### config.mk
export PLATFORM = sky130hd
export DESIGN_NAME = ttc_front
export DESIGN_NICKNAME = d
export VERILOG_FILES = /design/src/design/ttc_pkg.sv /design/src/design/ttc_front.sv
export SDC_FILE = /design/constraint.sdc
export NUM_CORES = 2
export LEC_CHECK = 0
export BUFFER_PORTS_ARGS = -buffer_cell sky130_fd_sc_hd__buf_2
export CORE_MARGIN = 3
export CORE_UTILIZATION = 35
export DETAILED_ROUTE_END_ITERATION = 7
export GPL_TIMING_DRIVEN = 0
export RECOVER_POWER = 100
export SYNTH_ARGS = -nofsm -noshare
export SYNTH_HDL_FRONTEND = slang
export SYNTH_SLANG_ARGS = --single-unit
### constraint.sdc
create_clock -name clk -period 9.3 [get_ports clk]
set_clock_uncertainty 0.05 [all_clocks]
set_input_delay 1.86 -clock clk [delete_from_list [all_inputs] [get_ports clk]]
set_output_delay 1.86 -clock clk [all_outputs]
set_load 0.02 [all_outputs]
### src/design/ttc_pkg.sv
// Shared types and constants for the time-over-threshold to charge converter.
// Used by every module of the block; depends on nothing.

package ttc_pkg;

	localparam int TOT_W      = 16;
	localparam int RISE_W     = 10;
	localparam int SLOPE_W    = 10;
	localparam int THR_W      = 16;
	localparam int CHARGE_W   = 26;
	localparam int CFG_IDX_W  = 2;
	localparam int CFG_DATA_W = 16;

	localparam int PTS_W  = TOT_W - 1 + SLOPE_W;  // tot * slope, tot known non-negative
	localparam int PSR_W  = SLOPE_W + RISE_W;     // slope * rise_time
	localparam int K_W    = PSR_W + THR_W;        // slope * rise_time * threshold
	localparam int K4_W   = K_W + 2;
	localparam int D_W    = 27;                   // signed D
	localparam int MAG_W  = 26;                   // |D|
	localparam int SQ_W   = 2 * MAG_W;
	localparam int R_W    = 54;                   // radicand
	localparam int ROOT_W = R_W / 2;
	localparam int REM_W  = ROOT_W + 2;
	localparam int SUM_W  = ROOT_W + 1;

	localparam int NCELLS       = ROOT_W;
	localparam int FRONT_STAGES = 5;
	localparam int LATENCY      = FRONT_STAGES + NCELLS + 1;

	localparam logic [CFG_IDX_W-1:0] REG_RISE_TIME = 2'd0;
	localparam logic [CFG_IDX_W-1:0] REG_SLOPE     = 2'd1;
	localparam logic [CFG_IDX_W-1:0] REG_THRESHOLD = 2'd2;

	localparam logic [RISE_W-1:0]  RISE_RESET  = 10'd100;
	localparam logic [SLOPE_W-1:0] SLOPE_RESET = 10'd60;
	localparam logic [THR_W-1:0]   THR_RESET   = 16'd3000;

	typedef struct packed {
		logic [RISE_W-1:0]  rise_time;
		logic [SLOPE_W-1:0] slope;
		logic [THR_W-1:0]   threshold;
	} cfg_t;

	// sideband that travels with an item down the root chain
	typedef struct packed {
		logic             err;
		logic             neg;
		logic [MAG_W-1:0] mag;
	} side_t;

	typedef struct packed {
		logic [R_W-1:0]    x;
		logic [REM_W-1:0]  rem;
		logic [ROOT_W-1:0] root;
	} sqrt_t;

endpackage

### src/design/ttc_front.sv
// Arithmetic front end: five pipeline stages that form D, |D| and the radicand R.
// Depends on ttc_pkg.

module ttc_front (
	input  logic                           clk,
	input  logic                           arst_n,
	input  ttc_pkg::cfg_t                  cfg,
	input  logic                           in_valid,
	input  logic [ttc_pkg::TOT_W-1:0]      tot_ticks,
	output logic                           out_valid,
	output ttc_pkg::side_t                 out_side,
	output logic [ttc_pkg::R_W-1:0]        out_r
);

	logic                          v_s1, v_s2, v_s3, v_s4, v_s5;
	logic                          err_s1, err_s2, err_s3, err_s4, err_s5;
	logic [ttc_pkg::PTS_W-1:0]     pts_s1;
	logic [ttc_pkg::PSR_W-1:0]     psr_s1;
	logic [ttc_pkg::D_W-1:0]       d_s2;
	logic [ttc_pkg::K_W-1:0]       k_s2;
	logic                          neg_s3, neg_s4, neg_s5;
	logic [ttc_pkg::MAG_W-1:0]     mag_s3, mag_s4, mag_s5;
	logic [ttc_pkg::K4_W-1:0]      k4_s3, k4_s4;
	logic [ttc_pkg::SQ_W-1:0]      sq_s4;
	logic [ttc_pkg::R_W-1:0]       r_s5;
	logic [ttc_pkg::D_W-1:0]       d_neg;

	assign d_neg = -d_s2;

	always_ff @(posedge clk or negedge arst_n) begin
		if (!arst_n) begin
			v_s1 <= 1'b0;
			v_s2 <= 1'b0;
			v_s3 <= 1'b0;
			v_s4 <= 1'b0;
			v_s5 <= 1'b0;
		end else begin
			v_s1 <= in_valid;
			v_s2 <= v_s1;
			v_s3 <= v_s2;
			v_s4 <= v_s3;
			v_s5 <= v_s4;
		end
	end

	always_ff @(posedge clk) begin
		// stage 1: the two independent products
		err_s1 <= tot_ticks[ttc_pkg::TOT_W-1];
		pts_s1 <= tot_ticks[ttc_pkg::TOT_W-2:0] * cfg.slope;
		psr_s1 <= cfg.slope * cfg.rise_time;
		// stage 2: D and the constant term of R
		err_s2 <= err_s1;
		d_s2   <= ttc_pkg::D_W'(cfg.threshold) + ttc_pkg::D_W'(pts_s1)
			- ttc_pkg::D_W'(psr_s1);
		k_s2   <= psr_s1 * cfg.threshold;
		// stage 3: magnitude of D
		err_s3 <= err_s2;
		neg_s3 <= d_s2[ttc_pkg::D_W-1];
		mag_s3 <= d_s2[ttc_pkg::D_W-1] ? d_neg[ttc_pkg::MAG_W-1:0]
			: d_s2[ttc_pkg::MAG_W-1:0];
		k4_s3  <= {k_s2, 2'b00};
		// stage 4: square
		err_s4 <= err_s3;
		neg_s4 <= neg_s3;
		mag_s4 <= mag_s3;
		k4_s4  <= k4_s3;
		sq_s4  <= mag_s3 * mag_s3;
		// stage 5: radicand
		err_s5 <= err_s4;
		neg_s5 <= neg_s4;
		mag_s5 <= mag_s4;
		r_s5   <= ttc_pkg::R_W'(sq_s4) + ttc_pkg::R_W'(k4_s4);
	end

	assign out_valid     = v_s5;
	assign out_side.err  = err_s5;
	assign out_side.neg  = neg_s5;
	assign out_side.mag  = mag_s5;
	assign out_r         = r_s5;

endmodule

-- After elaboration in Yosys (flattened, before gate mapping)
Cells that the tools add are included.
- add/sub/neg operators: 4
- $mul: 4
- muxes and demuxes: 1
- operators with widths (operator ; count):
    $add A52 B38 Y53 ; 1
    $mul A26 B26 Y52 ; 1
    $mul A20 B16 Y36 ; 1
    $sub A26 B20 Y27 ; 1
    $add A16 B25 Y26 ; 1
    $mux W26 ; 1
    $neg A26 Y26 ; 1
    $mul A15 B10 Y25 ; 1
    $mul A10 B10 Y20 ; 1
- register bits: 377
- output and inout bits: 83
- word-level logic and storage cells: 33

-- Longest topological paths before layout
- depth after elaboration: 2
- depth in mapped cells: 29

-- Least setup slack after synthesis
Ideal clock, no wire load.
- kind: input port to flip-flop
- from: input port cfg[2] (netlist bit)
- to: register k_s2[35] (netlist bit)
- arrival time: 7.834 ns
- path slack: 1.296 ns
- stages: 25
- path buffers: 2
- path through: clkbuf_1 -> clkbuf_1 -> nand2_1 -> fa_1 -> inv_1 -> fa_1 -> inv_1 -> fa_1 -> inv_1 -> fa_1 -> inv_1 -> fa_1 -> inv_1 -> fa_1 -> ha_1 -> a41o_1 -> a221oi_1 -> o221ai_1 -> nor2_1 -> o21a_1 -> nor3_1 -> a2111oi_2 -> o21ai_1 -> a21oi_1 -> xnor2_1
- cells in the longest elaborated chain, start to end: 1
- RTL lines (what ; RTL line ; source):
    from (decl) ; ttc_front.sv:7 ; input ttc_pkg::cfg_t cfg,
    $mul A20 B16 Y36 ; ttc_front.sv:55 ; k_s2 <= psr_s1 * cfg.threshold;
    to (signal assigned) ; ttc_front.sv:55 ;
    to (decl) ; ttc_front.sv:20 ; logic [ttc_pkg::K_W-1:0] k_s2;
No other way between the ends.

-- Worst setup path in the final report
- from: register mag_s3[19] (netlist bit)
- to: register sq_s4[32] (netlist bit)
- cells in the longest elaborated chain, start to end: 1
- RTL lines (what ; RTL line ; source):
    from (decl) ; ttc_front.sv:22 ; logic [ttc_pkg::MAG_W-1:0] mag_s3, mag_s4, mag_s5;
    from (signal assigned) ; ttc_front.sv:59 ; mag_s3 <= d_s2[ttc_pkg::D_W-1] ? d_neg[ttc_pkg::MAG_W-1:0]
    $mul A26 B26 Y52 ; ttc_front.sv:67 ; sq_s4 <= mag_s3 * mag_s3;
    to (signal assigned) ; ttc_front.sv:67 ;
    to (decl) ; ttc_front.sv:24 ; logic [ttc_pkg::SQ_W-1:0] sq_s4;
No other way between the ends.

==> results.txt <==
* Largest net degree at the start of global routing: 17
- The clock passes through at most 3 buffers.
- The finished cells cover about 54,000 sq um.
- CTS tree: yes
* Drt wl/cell: 17.91 um
- Kind of start point of the critical path: register
* Cell type with the largest total area after synthesis: fa_1
- Result of the run: finished, violations left
- In this run the remaining antenna-violating nets after routing total 0.
- Synthesis handed over a netlist of 5,276 instances.
* Worst setup path category: register to register
* Routability-driven placement congestion ratio: 0.9374
* Violations in the final reports: max-capacitance violations, max-slew violations
- Of the cells placed in the final design, the portion with a size suffix greater than 1 is 0.02232.
* H-tree levels: 2
* Number of placement rows: 137
- Of the post-synthesis cell area, the dominant cell type holds 0.3822.
- Number of slew-limit violations in the final report: 5
- Post-DR vias/cell: 4.766
- In the layout the commonest cells are 1,242 x inv_1, 944 x fa_1, 644 x nand2_1.
* Maximum capacitance violations: 1
* Starting utilization of the core area: 0.3535
* Most frequent cell on the critical path: fa_1
- The worst register-to-register path has a setup slack of ~0.13 ns.
- Worst hold slack: 0.2669 ns
* CTS sink count: 372
- The final layout contains routed wiring with a total length of 131,600 um.
- Area growth, synth to finish: 8.610%
* Cell types occupying the most area after synthesis: fa_1 38%, dfxtp_1 15%, ha_1 13%
- Based on the critical path, the design can be clocked at up to 109.1 MHz.
- Sort of element at the end of the critical path: register
- Post-synthesis cell area: 49,440 sq um
- The layout has 14,350 filler cells.
* Slew @ Worst Pin: 1.731 ns
- Half-perimeter wire length of the detailed placement result: roughly 110,000 um
* Vertical extent of the die: around 380 um
* Total Nets Final: 6,934
* Number of global-route vias before repair: 37,480
- Critical-path top delay cell: dfxtp_1
* Critical path, cell by cell: clkbuf_1 -> clkbuf_2 -> nand2_1 -> fa_1 -> inv_1 -> fa_1 -> fa_1 -> inv_1 -> fa_1 -> inv_1 -> fa_1 -> fa_1 -> inv_1 -> fa_1 -> inv_1 -> ha_1 -> inv_1 -> nor2_1 -> and2_1 -> nand3_1 -> a21oi_1 -> nor2_1 -> o21ai_0 -> xor2_1
* Hold crit path type: register to register
- Flop and latch count out of synthesis: 372
* Post-synth EDFFs: 0
- Number of I/O pins: 138
- Of the synthesized area, sequential elements account for 0.1511.
* Most common library cell in the layout ignoring fill and taps: inv_1
- The placed instances occupy a cell area of 52,350 sq um.
- Final worst path period share: 0.9857
* Final-report hold violation count: 0
- In this design, the stage delay of the slowest critical-path cell is between 0.8 and 0.9 ns.
- Die footprint: between 100,000 and 150,000 sq um
- The routed design could run at a clock period as short as 9.167 ns.
* Ys flop type: dfxtp_1
- Clock latency on the worst-skew pair, taken at its later pin, is approximately 0.60 ns.
- Avg Cell Area, Syn: approximately 9.4 sq um
* Detailed Route Iter0 Violations: 2,164
- The cell sitting at the root of the clock tree is a clkbuf_16.
- RSZ-0062 raised after global routing: no
- From left edge to right edge, the die measures 381.8 um.
- Area taken by multi-input logic gates: 36,570 sq um
* Area used by sequential logic in the layout: 7475 sq um
* Required arrival time at the worst endpoint: 9.69 ns
- Area of the core: between 100,000 and 150,000 sq um
* Number of warnings printed during yosys synthesis: 0
- The first global-routing pass estimated 209,700 um of wire.
- For this run the aggregate overflow at the end of global routing stands at 0.
- Headroom to the max-slew limit: -0.1611
- Setup violations remaining at the end of the flow were counted as 0.
- DRC violations left: 0
- Arrival time at the worst endpoint: 9.56 ns
- Number of detailed-routing iterations run before antenna repair: 5
- The routed layout has approximately 35,000 vias.
* CP Max Fanout: 10
* Number of antenna violations at the first check in global routing: 12
- For this run, asynchronously set or reset flops after synthesis account for 0.01344.
- Number of buffers inserted during clock tree synthesis: 42
* Count of input and output buffers: 112
* Total GRT Usage: 0.1835
- Clk pin slew, worst setup/hold paths: 0.06 ns
- Yosys mapped the design onto 85 distinct sky130hd cell types.
-- layout make-up --
type,count,area share
sequential,372,0.1392
clock buffer,50,0.02109
multi-input combinational,3482,0.6811
clock inverter,27,0.006291
tap,1876,0.04371
buffer,180,0.01321
antenna,5,0.0002330
inverter,1243,0.08689
timing repair buffer,112,0.008295
-- Yosys cell counts, types with 7 or more instances --
| master | number |
|---|---|
| ha_1 | 502 |
| xnor2_1 | 151 |
| nor2b_1 | 23 |
| a21oi_1 | 154 |
| nand4_1 | 18 |
| nor2_1 | 145 |
| o21ai_0 | 73 |
| inv_1 | 1242 |
| and2_1 | 328 |
| dfxtp_1 | 367 |
| and3_1 | 22 |
| fa_1 | 944 |
| a221oi_1 | 7 |
| o21bai_1 | 23 |
| nand3_1 | 35 |
| clkbuf_1 | 157 |
| nand2b_1 | 18 |
| xor2_1 | 65 |
| o21ai_1 | 14 |
| o31a_1 | 8 |
| nor3_1 | 37 |
| a31oi_1 | 18 |
| o21a_1 | 25 |
| a21o_1 | 93 |
| buf_1 | 16 |
| o31ai_1 | 10 |
| o211ai_1 | 11 |
| nand2_1 | 644 |
| a211oi_1 | 17 |
-- state kept, by name, summed over array words and instances, names as in the netlist, 20 cells and up --
signal	cells
mag_s4	26
pts_s1	25
k4_s3	36
mag_s5	26
sq_s4	50
psr_s1	20
mag_s3	26
d_s2	27
out_r	51
k_s2	36
k4_s4	36
-- kinds of logic after synthesis --
| logic type | Yosys count | share of synthesized area |
|---|---|---|
| AOI/OAI and AO/OA | 511 | 0.06770 |
| xor gates and xnor gates | 216 | 0.03827 |
| adders and majority gates | 1446 | 0.5093 |
| buffers and inverters | 1423 | 0.1085 |
| DFF | 372 | 0.1511 |
| muxes | 5 | 0.001063 |
| other | 1 | 0.00007585 |
| and+or+nand+nor | 1302 | 0.1240 |
-- path summary, 6_finish.rpt --
check / depth (start not counted) / endpoint / startpoint
max: 24 / sq_s4[32] / mag_s3[19]
min: 0 / k4_s4[26] / k4_s3[26]
max reg2reg: 24 / sq_s4[32] / mag_s3[19]
min reg2reg: 0 / k4_s4[26] / k4_s3[26]
max in group asynchronous: 1 / out_valid / arst_n
min in group asynchronous: 1 / v_s1 / arst_n
-- stage by stage --
step | util | setup TNS, ns | setup slack (ns) | cells
2_1_floorplan | - | 0 | 1.296 | 5277
3_3_place_gp | 0.3743 | -0.1070 | -0.05454 | 7265
3_5_place_dp | 0.3743 | -0.1107 | -0.05753 | 7265
4_1_cts | 0.3848 | 0 | 0.03602 | 7342
5_1_grt | 0.3838 | 0 | 0.02843 | 7342
6_report | 0.3839 | 0 | 0.1333 | 7347
-- routing by layer --
| layer | share of wire | track usage | routed length [um] |
|---|---|---|---|
| met1 | 0.43 | 0.2440 | 56640 |
| met2 | 0.46 | 0.3002 | 60360 |
| met3 | 0.072 | 0.03290 | 9461 |
| met4 | 0.039 | 0.06407 | 5099 |
| met5 | 0.000084 | 0 | 11 |
-- worst max-delay path: cells and delay by family (launching register included) --
| kind | cells | cell delay (ns) |
|---|---|---|
| adders and majority gates | 8 | 3.93 |
| buffers and inverters | 8 | 1.43 |
| AOI/OAI and AO/OA | 2 | 1.13 |
| and+or+nand+nor | 5 | 1.11 |
| DFF | 1 | 0.81 |
| xor gates and xnor gates | 1 | 0.53 |
-- what timing repair did --
item / 4_1_cts / 5_1_grt
setup buffers: 0 / 0
hold buffers: 0 / 0
setup endpoints to repair: 2 / 12
gates resized for setup: 2 / 13
Power is not shown: default switching activity piles up to over one toggle a cycle in this logic, so the estimate is an artifact.
