File: src/design/ttc_pkg.sv
// Shared types and constants for the time-over-threshold to charge converter.
// Used by every module of the block; depends on nothing.

package ttc_pkg;

	localparam int TOT_W      = 16;
	localparam int RISE_W     = 10;
	localparam int SLOPE_W    = 10;
	localparam int THR_W      = 16;
	localparam int CHARGE_W   = 26;
	localparam int CFG_IDX_W  = 2;
	localparam int CFG_DATA_W = 16;

	localparam int PTS_W  = TOT_W - 1 + SLOPE_W;  // tot * slope, tot known non-negative
	localparam int PSR_W  = SLOPE_W + RISE_W;     // slope * rise_time
	localparam int K_W    = PSR_W + THR_W;        // slope * rise_time * threshold
	localparam int K4_W   = K_W + 2;
	localparam int D_W    = 27;                   // signed D
	localparam int MAG_W  = 26;                   // |D|
	localparam int SQ_W   = 2 * MAG_W;
	localparam int R_W    = 54;                   // radicand
	localparam int ROOT_W = R_W / 2;
	localparam int REM_W  = ROOT_W + 2;
	localparam int SUM_W  = ROOT_W + 1;

	localparam int NCELLS       = ROOT_W;
	localparam int FRONT_STAGES = 5;
	localparam int LATENCY      = FRONT_STAGES + NCELLS + 1;

	localparam logic [CFG_IDX_W-1:0] REG_RISE_TIME = 2'd0;
	localparam logic [CFG_IDX_W-1:0] REG_SLOPE     = 2'd1;
	localparam logic [CFG_IDX_W-1:0] REG_THRESHOLD = 2'd2;

	localparam logic [RISE_W-1:0]  RISE_RESET  = 10'd100;
	localparam logic [SLOPE_W-1:0] SLOPE_RESET = 10'd60;
	localparam logic [THR_W-1:0]   THR_RESET   = 16'd3000;

	typedef struct packed {
		logic [RISE_W-1:0]  rise_time;
		logic [SLOPE_W-1:0] slope;
		logic [THR_W-1:0]   threshold;
	} cfg_t;

	// sideband that travels with an item down the root chain
	typedef struct packed {
		logic             err;
		logic             neg;
		logic [MAG_W-1:0] mag;
	} side_t;

	typedef struct packed {
		logic [R_W-1:0]    x;
		logic [REM_W-1:0]  rem;
		logic [ROOT_W-1:0] root;
	} sqrt_t;

endpackage

File: src/design/ttc_sqrt_cell.sv
// One cell of the square root chain: resolves one root bit per item and hands
// the partial remainder, root and sideband to the next cell. Depends on ttc_pkg.

module ttc_sqrt_cell (
	input  logic            clk,
	input  logic            arst_n,
	input  logic            in_valid,
	input  ttc_pkg::side_t  in_side,
	input  ttc_pkg::sqrt_t  in_sq,
	output logic            out_valid,
	output ttc_pkg::side_t  out_side,
	output ttc_pkg::sqrt_t  out_sq
);

	logic [ttc_pkg::REM_W-1:0] rem_sh;
	logic [ttc_pkg::REM_W-1:0] trial;
	logic                      ge;
	logic                      valid_q;
	ttc_pkg::side_t            side_q;
	ttc_pkg::sqrt_t            sq_q;

	// bring down the next two radicand bits, try root*4+1
	assign rem_sh = {in_sq.rem[ttc_pkg::REM_W-3:0], in_sq.x[ttc_pkg::R_W-1 -: 2]};
	assign trial  = {in_sq.root[ttc_pkg::REM_W-3:0], 2'b01};
	assign ge     = rem_sh >= trial;

	always_ff @(posedge clk or negedge arst_n) begin
		if (!arst_n) begin
			valid_q <= 1'b0;
		end else begin
			valid_q <= in_valid;
		end
	end

	always_ff @(posedge clk) begin
		side_q  <= in_side;
		sq_q.x  <= {in_sq.x[ttc_pkg::R_W-3:0], 2'b00};
		sq_q.rem <= ge ? rem_sh - trial : rem_sh;
		sq_q.root <= {in_sq.root[ttc_pkg::ROOT_W-2:0], ge};
	end

	assign out_valid = valid_q;
	assign out_side  = side_q;
	assign out_sq    = sq_q;

endmodule

File: config.mk
export PLATFORM = sky130hd
export DESIGN_NAME = ttc_sqrt_cell
export DESIGN_NICKNAME = d
export VERILOG_FILES = /design/src/design/ttc_pkg.sv /design/src/design/ttc_sqrt_cell.sv
export SDC_FILE = /design/constraint.sdc
export NUM_CORES = 1
export LEC_CHECK = 0
export BUFFER_PORTS_ARGS = -buffer_cell sky130_fd_sc_hd__buf_2
export CAP_MARGIN = 20
export CORE_MARGIN = 4
export CORE_UTILIZATION = 49
export CTS_BUF_LIST = sky130_fd_sc_hd__clkbuf_4
export DETAILED_ROUTE_END_ITERATION = 8
export GPL_TIMING_DRIVEN = 0
export PLACE_DENSITY = 0.93
export SETUP_SLACK_MARGIN = 0.3
export SLEW_MARGIN = 20
export SYNTH_ARGS = -nofsm -noshare
export SYNTH_HDL_FRONTEND = slang
export SYNTH_SLANG_ARGS = --single-unit
File: constraint.sdc
create_clock -name clk -period 0.8 [get_ports clk]
set_input_delay 0.08 -clock clk [delete_from_list [all_inputs] [get_ports clk]]
set_output_delay 0.08 -clock clk [all_outputs]
set_load 0.01 [all_outputs]
==> results of run 1 <==
## kinds of logic after synthesis
family          after synthesis  synth area share
mux                          27            0.0769
compound gates               95             0.131
xor+xnor                     23            0.0397
flops                       137             0.541
other cells                   1          0.000738
buf+inv                      58            0.0500
fa+ha+maj                    29            0.0714
simple gates                 88            0.0894
## repair_timing
item                       in CTS
hold buffers                  110
buffers inserted               23
cloned                          2
gates resized for setup       182
setup endpoints to repair     167
hold endpoints to repair      137
pin swaps                      12
## through the flow
step           instances  hold WS (ns)  area (um2)
3_5_place_dp         867        -0.128        6810
2_1_floorplan        459        -0.216        5270
4_1_cts             1034        -0.377        9000
3_3_place_gp         867        -0.132        6810
## per-layer routing
metal,GRT overflow,GRT usage
met4,220,1.12
met5,2,0.277
met3,5,0.705
met2,462,1.17
met1,2,0.822
==> results.py, run 1 <==
metrics = {
    "logic_synthesis": {
        "ys_seq_area_frac": 0.541,
        "synth_area_leaders": "dfxtp_1, ha_1, mux2_4",
        "ys_ff_latch": 137,
        "yosysMostFrequentCell": "dfxtp_1",
        "synthArstFlopShare": 0.00730,
        "synthFlopType": "dfxtp_1",
        "synth_top_cells_by_count": "dfxtp_1, inv_1, ha_1",
        "synth.largest_area_cell": "dfxtp_1",
        "yosysWarnings": 0,
        "syn_avg_cell_area_um2": 11.1,
        "synth_area_mm2": 0.00508,
        "syn-instance-count": 458,
        "synth-edff-count": 0,
        "ys_types": 55,
        "yosys.area.top_type_share": 0.536,
    },
    "placement": {
        "dpl_worst_slack_ns": -1.74,
        "dpl.hpwl_um": 13700,
        "numPortBuffers": 275,
        "gp_congestion": 0.874,
    },
    "outcome": {
        "error": "[ERROR GRT-0232] Routing congestion too high. Check the congestion heatmap in the GUI.",
        "status": "did not finish",
        "lastStage": "5_1_grt",
    },
    "clock_network": {
        "cts_root_buffer": "clkbuf_4",
        "clock_sinks": 137,
        "clock_path_buffers": 2,
        "htree_levels": 4,
        "cts_made_buffers": 17,
    },
    "grt": {
        "globalRouteOverflowTotal": 691,
        "grt_max_degree": 17,
        "grtUsageTotal": 0.923,
    },
    "die": {
        "start_util": 0.510,
        "die_h_um": 110,
        "ios": 280,
        "fp-row-count": 36,
        "die_w_um": 110,
    },
    "sta": {
        "endpoint_type": "sequential cell input",
        "postGrtWorstEndpoint": "out_sq[46]$_DFF_P_/D",
    },
}
==> run 2: changes to the inputs <==
--- a/config.mk
+++ b/config.mk
@@ -8,12 +8,10 @@
 export BUFFER_PORTS_ARGS = -buffer_cell sky130_fd_sc_hd__buf_2
 export CAP_MARGIN = 20
 export CORE_MARGIN = 4
-export CORE_UTILIZATION = 49
-export CTS_BUF_LIST = sky130_fd_sc_hd__clkbuf_4
+export CORE_UTILIZATION = 40
 export DETAILED_ROUTE_END_ITERATION = 8
 export GPL_TIMING_DRIVEN = 0
-export PLACE_DENSITY = 0.93
-export SETUP_SLACK_MARGIN = 0.3
+export PLACE_DENSITY_LB_ADDON = 0.15
 export SLEW_MARGIN = 20
 export SYNTH_ARGS = -nofsm -noshare
 export SYNTH_HDL_FRONTEND = slang
==> run 2 against run 1 <==
Against the previous run:
- the flow now finishes, with violations (setup timing)
- synthesized cell count is the same
- area after synthesis is the same
==> results.py, run 2 <==
metrics = {
    "setup_path": {
        "timing.critical_path.to_type": "flop",
        "crit_buf_inv": 5,
        "critical-path-max-stage-delay_ns": 0.30,
        "crit_chain": "buf_2 -> inv_1 -> ha_4 -> buf_6 -> a21oi_2 -> o21ai_2 -> a22o_1 -> a211oi_4 -> and3b_2 -> o31ai_4 -> buf_6 -> buf_8 -> mux2_4",
        "crit_top_cell": "buf_6",
        "cp_top_family": "compound AO/OA/AOI/OAI gates",
        "crit_arrival_ns": 2.34,
        "crit_path_top_delay_cell": "mux2_4",
        "critPathLaunch": "in_sq[14]",
        "cp-start-kind": "primary input",
        "path_max_fanout": 7,
        "critical_path_class": "primary input to flop",
        "worstPathRequired_ns": 1.10,
    },
    "die": {
        "start_util": 0.416,
        "fp.coreArea_mm2": 0.0122,
        "die_h_um": 121,
        "die_w_um": 121,
        "dieArea_mm2": 0.0146,
        "fp-row-count": 40,
        "ios": 280,
    },
    "clock_network": {
        "cts_made_buffers": 17,
        "cts_tree": "yes",
        "cts_root_buffer": "clkbuf_16",
        "htree_levels": 4,
        "clock_sinks": 137,
        "path_clk_slew_ns": 0.06,
        "clock_path_buffers": 2,
    },
    "pwr": {
        "irDropWorstVdd_v": 0.00137,
        "p_per_area_mw_per_mm2": 2080,
        "cellLeakagePower_nw": 4.81,
    },
    "grt": {
        "grtUsageTotal": 0.283,
        "grt_pass1_wl_um": 31700,
        "grt_antenna_before_repair": 3,
        "grt_max_degree": 17,
        "grt_pass1_vias": 5669,
        "globalRouteOverflowTotal": 0,
    },
    "outcome": {
        "violations": "setup timing",
        "status": "finished, violations left",
    },
    "run": {
        "drv_cap": 0,
    },
    "routing": {
        "viasPerCell": 5.07,
        "drc": 0,
        "wl_met2_um": 12700,
        "ant_nets": 0,
        "routed-via-count": 5642,
        "drt-met1-wl_um": 8470,
        "wl_per_cell_um": 22.0,
        "drt_iter0_drc": 578,
        "top_layer": "met5",
        "wirelength_um": 24500,
        "wl_met3_um": 2030,
        "dr.pass1.iters": 8,
    },
    "logic_synthesis": {
        "synth-edff-count": 0,
        "synth_top_cells_by_count": "dfxtp_1, inv_1, ha_1",
        "synth_area_mm2": 0.00508,
        "syn-instance-count": 458,
        "yosysWarnings": 0,
        "ys_types": 55,
        "synth.largest_area_cell": "dfxtp_1",
        "syn_avg_cell_area_um2": 11.1,
        "yosysMostFrequentCell": "dfxtp_1",
        "synthArstFlopShare": 0.00730,
        "synth_area_leaders": "dfxtp_1, ha_1, mux2_4",
        "synthFlopType": "dfxtp_1",
        "yosys.area.top_type_share": 0.536,
        "ys_seq_area_frac": 0.541,
        "ys_ff_latch": 137,
    },
    "sta": {
        "hold_ws_ns": 0.129,
        "rsz0062_at_grt": "true",
        "final_hold_viol_count": 0,
        "slew_viol_final": 0,
        "max_slew_margin": 0.644,
        "fmax_mhz": 491,
        "setup_slack_ns": -1.24,
        "worst_pin_slew_ns": 0.532,
        "fin_crit_ns": 2.04,
        "post-route-period-util": 2.55,
        "setup_viol": 167,
    },
    "hold_path": {
        "hp-start": "in_sq[108]",
        "min_to": "out_sq[28]",
        "hp-class": "primary input to flop",
        "worstHoldPathCells": 4,
    },
    "layout": {
        "post-route-util": 0.843,
        "nets": 1099,
        "largest_register_ffs": 108,
        "final_common_cell": "buf_2",
        "syn_to_final_growth_pct": 103,
        "final_cell_mix": "buf_2, dlygate4sd3_1, buf_6",
        "fill_cells": 599,
        "regArea_mm2": 0.00287,
        "fin_cells": 1112,
        "multi_input_area_mm2": 0.00244,
        "drive_gt1_frac": 0.571,
    },
    "placement": {
        "gp_congestion": 0.875,
        "dp.cells": 902,
        "dpl_worst_slack_ns": -1.76,
        "numPortBuffers": 275,
        "dpl.hpwl_um": 12400,
    },
}
==> run 2: cell counts after synthesis <==
Identical to the previous run, type by type.
==> run 2: logic make-up (layout without fill, tap and decap cells) <==
logic type                 Yosys count  after routing  synth area share
AOI/OAI and AO/OA                   95             95             0.131
xor gates and xnor gates            23             23            0.0397
adders and majority gates           29             29            0.0714
buffers and inverters               58            541            0.0500
DFF                                137            137             0.541
muxes                               27             27            0.0769
other                                1              4          0.000738
and+or+nand+nor                     88             88            0.0894
==> run 2: worst max path at each step <==
stage          cells past startpoint  slack [ns]         end
2_1_floorplan                     10       -1.30  out_sq[29]
3_3_place_gp                      12       -1.72  out_sq[41]
3_5_place_dp                      11       -1.76  out_sq[41]
4_1_cts                           12       -1.18  out_sq[39]
5_1_grt                           13       -1.27  out_sq[53]
6_report                          13       -1.24  out_sq[48]
==> run 2: through the flow <==
step	TNS [ns]	total power, mW	instance area, um2
after CTS	-54.33	20.7	9750
after global placement	-50.33	11.2	6860
after global routing	-59.46	22.2	10300
after detailed placement	-51.25	11.2	6860
final	-55.23	21.5	10300
after floorplan	-37.87	9.88	5270
==> run 2: report_power, final <==
part | internal, mW | switching (mW)
sequential | 7.47 | 0.272
combinational | 3.10 | 2.43
clock | 5.03 | 3.16
total | 15.6 | 5.86
==> run 2: final cells by class <==
cell class / instances / area share
timing repair buffer: 456 / 0.373
sequential: 137 / 0.278
multi-input combinational: 264 / 0.237
clock buffer: 20 / 0.0434
tap: 168 / 0.0204
inverter: 40 / 0.0170
clock inverter: 12 / 0.0158
buffer: 13 / 0.0145
antenna: 2 / 0.000486
==> run 2: metal layers <==
layer / vias to the layer above / track usage
met2: 354 / 0.517
met4: 2 / 0.121
met3: 101 / 0.0921
met5: - / 0
li1: 2538 / -
met1: 2647 / 0.297
==> run 2: what timing repair did <==
action / in CTS / in global routing
endpoints found under the hold margin: 137 / 1
setup buffers: 34 / 9
gates cloned: 2 / 0
pin swaps: 21 / 17
gates resized for setup: 180 / 137
endpoints found under the setup margin: 167 / 167
hold buffers: 137 / 1
Note: power is estimated with default switching activity, not from simulation.
==> run 3: changes to the inputs <==
--- a/config.mk
+++ b/config.mk
@@ -7,7 +7,7 @@
 export LEC_CHECK = 0
 export BUFFER_PORTS_ARGS = -buffer_cell sky130_fd_sc_hd__buf_2
 export CAP_MARGIN = 20
-export CORE_MARGIN = 4
+export CORE_MARGIN = 2
 export CORE_UTILIZATION = 40
 export DETAILED_ROUTE_END_ITERATION = 8
 export GPL_TIMING_DRIVEN = 0
==> run 3 against run 2 <==
Against the previous run:
- the flow still finishes with violations (setup timing)
- cell count hardly changed
- sequential power hardly changed
- setup slack better by 0.027 ns
- power is 4.3% lower
- via count is 4.4% lower
- largest power group is now sequential cells
==> results.py, run 3 (synthesized netlist as in run 2, its figures left out) <==
metrics = {
    "outcome": {
        "status": "finished, violations left",
        "violations": "setup timing",
    },
    "sta": {
        "slew_viol_final": 0,
        "fmax_mhz": 498,
        "post-route-period-util": 2.51,
        "final_hold_viol_count": 0,
        "max_slew_margin": 0.592,
        "worst_pin_slew_ns": 0.610,
        "setup_viol": 167,
        "rsz0062_at_grt": "true",
        "fin_crit_ns": 2.01,
        "finalSetupTns_ns": -54.82,
        "setup_slack_ns": -1.21,
    },
    "routing": {
        "routed-via-count": 5392,
        "drt_iter0_drc": 342,
        "ant_nets": 0,
        "dr.pass1.iters": 5,
        "wl_per_cell_um": 19.0,
        "viasPerCell": 4.85,
        "wirelength_um": 21100,
        "drc": 0,
    },
    "clock_network": {
        "path_clk_slew_ns": 0.06,
        "htree_levels": 4,
        "cts_made_buffers": 17,
        "cts_tree": "yes",
        "clock_sinks": 137,
        "clock_path_buffers": 2,
        "cts_root_buffer": "clkbuf_16",
    },
    "pwr": {
        "power_frac_comb": 0.258,
        "cellLeakagePower_nw": 4.70,
        "share_clk_of_total_power": 0.366,
        "p_sw_mw": 5.77,
        "p_sw_frac": 0.281,
        "irDropWorstVdd_v": 0.00114,
        "seqPwrFrac": 0.376,
        "p_int_mw": 14.8,
        "p_per_area_mw_per_mm2": 2040,
    },
    "grt": {
        "grt_pass1_wl_um": 27800,
        "grtUsageTotal": 0.273,
        "globalRouteOverflowTotal": 0,
        "grt_pass1_vias": 5447,
        "grt_max_degree": 17,
        "grt_antenna_before_repair": 5,
    },
    "layout": {
        "final_common_cell": "buf_2",
        "largest_register_ffs": 108,
        "final_cell_mix": "buf_2, dlygate4sd3_1, buf_6",
        "nets": 1091,
        "drive_gt1_frac": 0.558,
        "fin_cells": 1111,
        "final_area_mm2": 0.0101,
        "syn_to_final_growth_pct": 98.1,
    },
    "placement": {
        "dp.cells": 906,
        "dpl_cell_area_mm2": 0.00686,
        "numPortBuffers": 275,
        "gp_congestion": 0.900,
        "dpl.hpwl_um": 11600,
    },
    "die": {
        "dieArea_mm2": 0.0136,
        "fp.coreArea_mm2": 0.0125,
        "ios": 280,
        "die_h_um": 117,
        "fp-row-count": 41,
        "start_util": 0.406,
        "die_w_um": 117,
    },
    "setup_path": {
        "worstPathRequired_ns": 1.12,
        "crit_arrival_ns": 2.33,
        "critical_path_class": "primary input to flop",
        "path_max_fanout": 5,
        "timing.critical_path.to_type": "flop",
        "cp-start-kind": "primary input",
    },
    "hold_path": {
        "worstHoldPathCells": 3,
        "hp-class": "primary input to flop",
    },
    "run": {
        "drv_cap": 0,
    },
}
-- run 3: layout make-up --
class / instances / area, um2
fill: 739 / 2460
inverter: 40 / 178
tap: 172 / 215
sequential: 137 / 2850
clock buffer: 21 / 470
antenna: 5 / 12.5
timing repair buffer: 447 / 3680
multi-input combinational: 264 / 2400
clock inverter: 11 / 86.3
buffer: 14 / 166
-- run 3: stage by stage --
step                      setup slack (ns)  total power, mW  hold WS, ns   util
after global placement               -1.74             11.2       -0.145  0.548
after CTS                            -1.21             19.7       -0.247  0.760
after floorplan                      -1.30             9.88       -0.216      -
after global routing                 -1.25             21.3       0.0311  0.804
after detailed placement             -1.77             11.2       -0.143  0.548
final                                -1.21             20.5       0.0388  0.804
-- run 3: routing by layer --
metal  global-route usage  share of wire  vias up
met5                    0              0        -
met4                0.124          0.028        0
met3               0.0727          0.077       44
met2                0.500           0.53      256
met1                0.293           0.37     2574
li1                     -              -     2518
-- run 3: path summary, 6_finish.rpt --
path,start,to,slack [ns]
min in group asynchronous,arst_n,out_valid,0.48
max,in_sq[0],out_sq[47],-1.21
min,in_sq[53],out_sq[55],0.04
max in group asynchronous,arst_n,out_valid,0.21
-- run 3: power groups by stage --
stage          Clock, mW  Sequential [mW]  Combinational, mW
2_1_floorplan          0             7.98               1.90
3_3_place_gp           0             7.65               3.52
3_5_place_dp           0             7.66               3.58
4_1_cts             7.41             7.58               4.73
5_1_grt             7.89             7.76               5.64
6_report            7.52             7.72               5.31
-- run 3: what timing repair did --
| item | 4_1_cts | 5_1_grt |
|---|---|---|
| gates cloned | 2 | 0 |
| setup buffers | 26 | 7 |
| gates resized for setup | 141 | 134 |
| endpoints found under the setup margin | 167 | 167 |
| hold buffers | 136 | 1 |
| hold endpoints to repair | 136 | 1 |
| pin swaps | 22 | 15 |
-- run 3: worst max-delay path, stage by stage --
cell and delay [ns]:
buf_8 0.08, inv_6 0.03, ha_4 0.15, or3_4 0.40, o221ai_4 0.19, o22ai_4 0.13
a211oi_4 0.31, and3b_2 0.27, o31ai_4 0.06, buf_6 0.17, buf_8 0.15, mux2_4 0.31
